File: src/design/median_filter_5x5_rgb_defines.svh
// assertion macros shared by the median filter modules
`ifndef MEDIAN_FILTER_5X5_RGB_DEFINES_SVH
`define MEDIAN_FILTER_5X5_RGB_DEFINES_SVH

// same-cycle implication, checked outside reset
`define MF_ASSERT_IMP(lbl, ante, cons, msg) \
    lbl: assert property (@(posedge i_clk) disable iff (!i_rst_n) (ante) |-> (cons)) \
        else $error(msg);

// next-cycle implication, checked outside reset
`define MF_ASSERT_NXT(lbl, ante, cons, msg) \
    lbl: assert property (@(posedge i_clk) disable iff (!i_rst_n) (ante) |=> (cons)) \
        else $error(msg);

`endif

File: src/design/mf_pkg.sv
// ----------------------------------------------------------------------------
// mf_pkg
// types and constants shared by the 5x5 rgb median filter modules
// ----------------------------------------------------------------------------
`default_nettype none

package mf_pkg;

    localparam int MAX_WIDTH  = 1024;
    localparam int MAX_HEIGHT = 1024;
    localparam int WIN        = 5;
    localparam int HALF       = WIN / 2;
    localparam int TAPS       = WIN * WIN;
    localparam int MED        = (TAPS - 1) / 2;
    localparam int COL_W      = $clog2(MAX_WIDTH);
    localparam int QDEPTH     = 4;
    localparam int QPTR_W     = $clog2(QDEPTH);
    localparam int QCNT_W     = $clog2(QDEPTH + 1);

    localparam logic [1:0] REG_WIDTH  = 2'd0;
    localparam logic [1:0] REG_HEIGHT = 2'd1;

    typedef logic [23:0] t_pix;
    typedef t_pix [WIN-1:0] t_col;
    typedef t_col [WIN-1:0] t_win;
    typedef t_pix [WIN-2:0] t_line;

    typedef struct packed {
        logic       operation;
        logic [7:0] red_in;
        logic [7:0] green_in;
        logic [7:0] blue_in;
    } t_in;

    typedef struct packed {
        logic [7:0] red_out;
        logic [7:0] green_out;
        logic [7:0] blue_out;
        logic [9:0] pixel_col;
        logic [9:0] pixel_row;
        logic       last_of_image;
    } t_out;

    typedef struct packed {
        t_win       win;
        logic [9:0] col;
        logic [9:0] row;
        logic       last;
    } t_job;

    typedef struct packed {
        logic [QCNT_W-1:0] count;
        logic              empty;
    } t_qstat;

endpackage

`default_nettype wire

File: src/design/mf_queue.sv
// ----------------------------------------------------------------------------
// mf_queue
// short queue of masked windows between window builder and sorter
// ----------------------------------------------------------------------------
`default_nettype none

`include "median_filter_5x5_rgb_defines.svh"

module mf_queue (
    input  wire logic           i_clk,
    input  wire logic           i_rst_n,
    input  wire logic           i_push,
    input  wire mf_pkg::t_job   i_job,
    input  wire logic           i_pop,
    output mf_pkg::t_job        o_job,
    output mf_pkg::t_qstat      o_qstat
);

    mf_pkg::t_job                r_mem [mf_pkg::QDEPTH];
    logic [mf_pkg::QPTR_W-1:0]   r_wp, r_rp;
    logic [mf_pkg::QCNT_W-1:0]   r_count;

    always_ff @(posedge i_clk) begin
        if (!i_rst_n) begin
            r_wp    <= '0;
            r_rp    <= '0;
            r_count <= '0;
        end else begin
            if (i_push) begin
                r_wp <= r_wp + mf_pkg::QPTR_W'(1);
            end
            if (i_pop) begin
                r_rp <= r_rp + mf_pkg::QPTR_W'(1);
            end
            if (i_push && !i_pop) begin
                r_count <= r_count + mf_pkg::QCNT_W'(1);
            end else if (!i_push && i_pop) begin
                r_count <= r_count - mf_pkg::QCNT_W'(1);
            end
        end
        if (i_push) begin
            r_mem[r_wp] <= i_job;
        end
    end

    assign o_job         = r_mem[r_rp];
    assign o_qstat.count = r_count;
    assign o_qstat.empty = (r_count == '0);

    `MF_ASSERT_IMP(a_no_overflow, i_push, r_count < mf_pkg::QCNT_W'(mf_pkg::QDEPTH),
        "push into full queue")
    `MF_ASSERT_IMP(a_no_underflow, i_pop, r_count != '0, "pop from empty queue")
    `MF_ASSERT_NXT(a_count_up, i_push && !i_pop, r_count == $past(r_count) + 1'b1,
        "queue count did not follow a push")

endmodule

`default_nettype wire

File: config.mk
export PLATFORM = sky130hd
export DESIGN_NAME = mf_queue
export DESIGN_NICKNAME = d
export VERILOG_FILES = /design/src/design/mf_pkg.sv /design/src/design/mf_queue.sv
export VERILOG_INCLUDE_DIRS = /design/src /design/src/design
export SDC_FILE = /design/constraint.sdc
export NUM_CORES = 2
export LEC_CHECK = 0
export ABC_AREA = 1
export BUFFER_PORTS_ARGS = -buffer_cell sky130_fd_sc_hd__buf_2
export CORE_ASPECT_RATIO = 1.2
export CORE_MARGIN = 3
export CORE_UTILIZATION = 35
export DETAILED_ROUTE_END_ITERATION = 7
export PLACE_DENSITY = 0.63
export SLEW_MARGIN = 0
export SYNTH_ARGS = -nofsm -noshare
export SYNTH_HDL_FRONTEND = slang
export SYNTH_SLANG_ARGS = --single-unit
File: constraint.sdc
create_clock -name i_clk -period 13.93 [get_ports i_clk]
set_input_delay 1.393 -clock i_clk [delete_from_list [all_inputs] [get_ports i_clk]]
set_output_delay 1.393 -clock i_clk [all_outputs]
set_load 0.005 [all_outputs]
==> run_results.csv <==
group,metric,value,unit
run_status,status,"complete, no violations",
logic_synthesis,synth_mux_area_frac,0,
timing,worst_hold_slack,0.4443,ns
logic_synthesis,ys_async_sr_fraction,0,
logic_synthesis,syn-num-nets,6691,
global_route,antenna_violations_before_repair,171,
timing,fmax,0.1272,GHz
worst_hold_path,holdCritPathClass,"reg2reg",
cts,clock_insertion_delay_worst_skew,0.86,ns
floorplanning,area_of_the_die,268000,um2
timing,finalWorstPathRequiredPeriod,7.859,ns
logic_synthesis,synth_top_family_by_area,"compound AO/OA/AOI/OAI gates",
run,maxCapViolCount,0,
cts,ctsRootBufferMaster,"sky130_fd_sc_hd__clkbuf_16",
logic_synthesis,synth_fa_ha_area_frac,0.0009014,
setup_path,worstSetupStartpointType,"register",
finish,areaGrowthSynthToFinish,19.24,%
logic_synthesis,yosysWarningCount,0,
setup_path,arrival,6.47,ns
timing,worst_slew_pin_slew,1.191,ns
timing,drv_slew,0,
floorplanning,num_io_pins,1250,
logic_synthesis,syn-mean-instance-area,15.12,um2
logic_synthesis,post_synth_num_cell_types,19,
finish,final_cells,10900,
logic_synthesis,synthDominantCellAreaShare,0.8142,
logic_synthesis,synth_top_cell_by_area,"sky130_fd_sc_hd__edfxtp_1",
worst_hold_path,hold_start,"r_rp[1]",
pwr,power_density,152.6,nW/um2
logic_synthesis,synth-simple-area-share,0.05164,
pwr,p_leak,0.03705,uW
cts,tritoncts_clock_tree,"built",
global_route,grt_util_all_layers,0.1845,
cts,cts.sink_count,2493,
placed_design,dp_cells,10370,
placed_design,port_buffers,1249,
timing,grt_setup_unrepaired,"false",
floorplanning,die_height,566.5,um
setup_path,worst-r2r-setup-slack,9.56,ns
placed_design,place_congestion,0.8231,
timing,setup_viol_count_final,0,
timing,final_cycle_share,0.5642,
cts,cts-buffers-inserted,246,
timing,tns,0,ns
logic_synthesis,ys_seq_elements,2493,
logic_synthesis,synthXorXnorAreaFrac,0,
cts,clk_path_buf_depth,4,
route,drt_pre_antenna_iters,5,
floorplanning,floorplan.die.width,473.0,um
global_route,overflow,0,
cts,cts-resized-gates,0,
setup_path,r2r_start,"r_wp[0]",
setup_path,worstSetupEndpointType,"output port",
floorplanning,num_rows,205,
setup_path,worst_path_maximum_fanout,196,
cts,htreeDepth,4,
floorplanning,std_cell_core_area,260100,um2
logic_synthesis,syn_inst,6060,
global_route,grt_first_pass_wirelength,375000,um
cts,clk_transition_reported_paths,0.06,ns
pwr,irDropWorstVdd,144.4,uV
route,detail_route.wl_per_cell,23.87,um
logic_synthesis,synth_seq_area_share,0.8161,
setup_path,timing.reg2reg.worst_path_depth,7,
route,drc,0,
setup_path,start_to_end_type_of_the_worst_setup_path,"reg2out",
global_route,pin_count_of_the_biggest_net_entering_global_routing,202,
placed_design,detailed_place_hpwl,161200,um
logic_synthesis,synth_edf_count,2484,
logic_synthesis,synthesized_area_fraction_occupied_by_ao_oa_aoi_and_oai_cells,0.1108,
route,viasPerCell,5.279,
timing,worst_clock_skew,0.05139,ns
floorplanning,start_util,0.3522,
finish,final_layout_size_suffix_gt1_frac,0.2255,
setup_path,worst-endpoint-required,12.54,ns
cts,ctsHoldBuffers,0,
global_route,first_global_vias,55350,
timing,maxSlewHeadroom,0.2059,
route,dr_iter_0_viols,5290,
setup_path,critical_path.reg2reg.endpoint,"r_mem[0][127]",
timing,timing.final.hold_violations,0,
route,routed_wirelength,260100,um
pwr,design_power_total,16670,uW
worst_hold_path,min_path_cells,1,
cts,cts_post_setup_buffers_inserted,0,
finish,nets,7838,
logic_synthesis,synthesis.area,91620,um2
route,antenna_left,0,
logic_synthesis,synth_flop_cell,"sky130_fd_sc_hd__edfxtp_1",
logic_synthesis,synth_area_leaders,"sky130_fd_sc_hd__edfxtp_1 (81%), sky130_fd_sc_hd__o21ai_0 (6.8%), sky130_fd_sc_hd__nor2_1 (5.1%)",
route,detailroute.via_count,57510,
finish,final_core_utilization,0.4200,
[how the worst max path moves through the flow]
stage,to,slack [ns]
6_report,o_job[25],6.07
5_1_grt,o_job[25],5.80
4_1_cts,o_job[25],6.09
3_5_place_dp,o_job[25],7.07
3_3_place_gp,o_job[25],7.18
2_1_floorplan,r_mem[0][0],-0.33
[routing by layer]
layer	vias to the layer above	global-route usage	wire (um)
li1	25450	-	-
met1	28950	0.2244	98250
met2	2405	0.2949	123700
met3	608	0.06551	26180
met4	104	0.08259	11210
met5	-	0	695
[metrics by stage]
step | worst slack [ns] | area (um2)
3_5_place_dp | 7.071 | 101100
2_1_floorplan | -0.3340 | 91620
3_3_place_gp | 7.181 | 101100
6_report | 6.071 | 109200
4_1_cts | 6.088 | 109100
5_1_grt | 5.798 | 109200
[Yosys cell counts, types with 3 or more instances]
cell                          n
sky130_fd_sc_hd__buf_4       21
sky130_fd_sc_hd__dfxtp_1      9
sky130_fd_sc_hd__inv_1       15
sky130_fd_sc_hd__buf_6        3
sky130_fd_sc_hd__nand2_1      9
sky130_fd_sc_hd__buf_2      133
sky130_fd_sc_hd__nor2_1    1247
sky130_fd_sc_hd__o21ai_0   1248
sky130_fd_sc_hd__edfxtp_1  2484
sky130_fd_sc_hd__clkbuf_1   255
sky130_fd_sc_hd__a21oi_1      4
sky130_fd_sc_hd__ha_1         5
sky130_fd_sc_hd__o22ai_1    621
[worst max-delay path, cell delays in order (launching register included)]
cell and delay, ns:
sky130_fd_sc_hd__dfxtp_4 0.95, sky130_fd_sc_hd__buf_4 0.84, sky130_fd_sc_hd__buf_12 0.68, sky130_fd_sc_hd__buf_4 0.88, sky130_fd_sc_hd__buf_4 0.83, sky130_fd_sc_hd__o21ai_0 0.23, sky130_fd_sc_hd__o22ai_1 0.67, sky130_fd_sc_hd__buf_2 0.26
[state kept, by name (all words and copies together), names as in the netlist, named ones only]
register  count
r_wp          2
r_count       3
r_rp          2
r_mem      2484
[logic make-up (layout without fill, tap and decap cells)]
logic type / Yosys count / after routing
fa+ha+maj: 6 / 6
buf+inv: 429 / 1778
flops: 2493 / 2493
compound gates: 1873 / 1873
simple gates: 1259 / 1259
other cells: 0 / 71
[power breakdown]
group	switching, uW	internal [uW]	leakage, uW
Sequential	74.7	8590	0.0229
Clock	2750	3810	0.00389
Combinational	1000	441	0.0103
Total	3830	12800	0.0371
[layout make-up]
type / count / area, um2
multi-input combinational: 3138 / 14960
sequential: 2493 / 74780
tap: 3415 / 4273
clock inverter: 146 / 1494
inverter: 17 / 110.1
clock buffer: 304 / 6476
antenna: 71 / 177.7
fill: 23350 / 150800
timing repair buffer: 1311 / 6967
[cells in the final DEF (no fill, tap or decap), types with 9 or more instances in the layout]
| master | netlist | routed |
|---|---|---|
| sky130_fd_sc_hd__edfxtp_1 | 2484 | 2484 |
| sky130_fd_sc_hd__buf_2 | 133 | 1249 |
| sky130_fd_sc_hd__o21ai_0 | 1248 | 1248 |
| sky130_fd_sc_hd__nor2_1 | 1247 | 1247 |
| sky130_fd_sc_hd__o22ai_1 | 621 | 621 |
| sky130_fd_sc_hd__clkbuf_16 | 0 | 248 |
| sky130_fd_sc_hd__diode_2 | 0 | 71 |
| sky130_fd_sc_hd__clkbuf_1 | 255 | 50 |
| sky130_fd_sc_hd__clkinv_1 | 0 | 48 |
| sky130_fd_sc_hd__clkinv_2 | 1 | 46 |
| sky130_fd_sc_hd__buf_4 | 21 | 42 |
| sky130_fd_sc_hd__bufinv_16 | 0 | 28 |
| sky130_fd_sc_hd__buf_12 | 0 | 20 |
| sky130_fd_sc_hd__clkinvlp_4 | 0 | 13 |
| sky130_fd_sc_hd__inv_1 | 15 | 11 |
| sky130_fd_sc_hd__nand2_1 | 9 | 9 |
(Power assumes the default switching activity.)
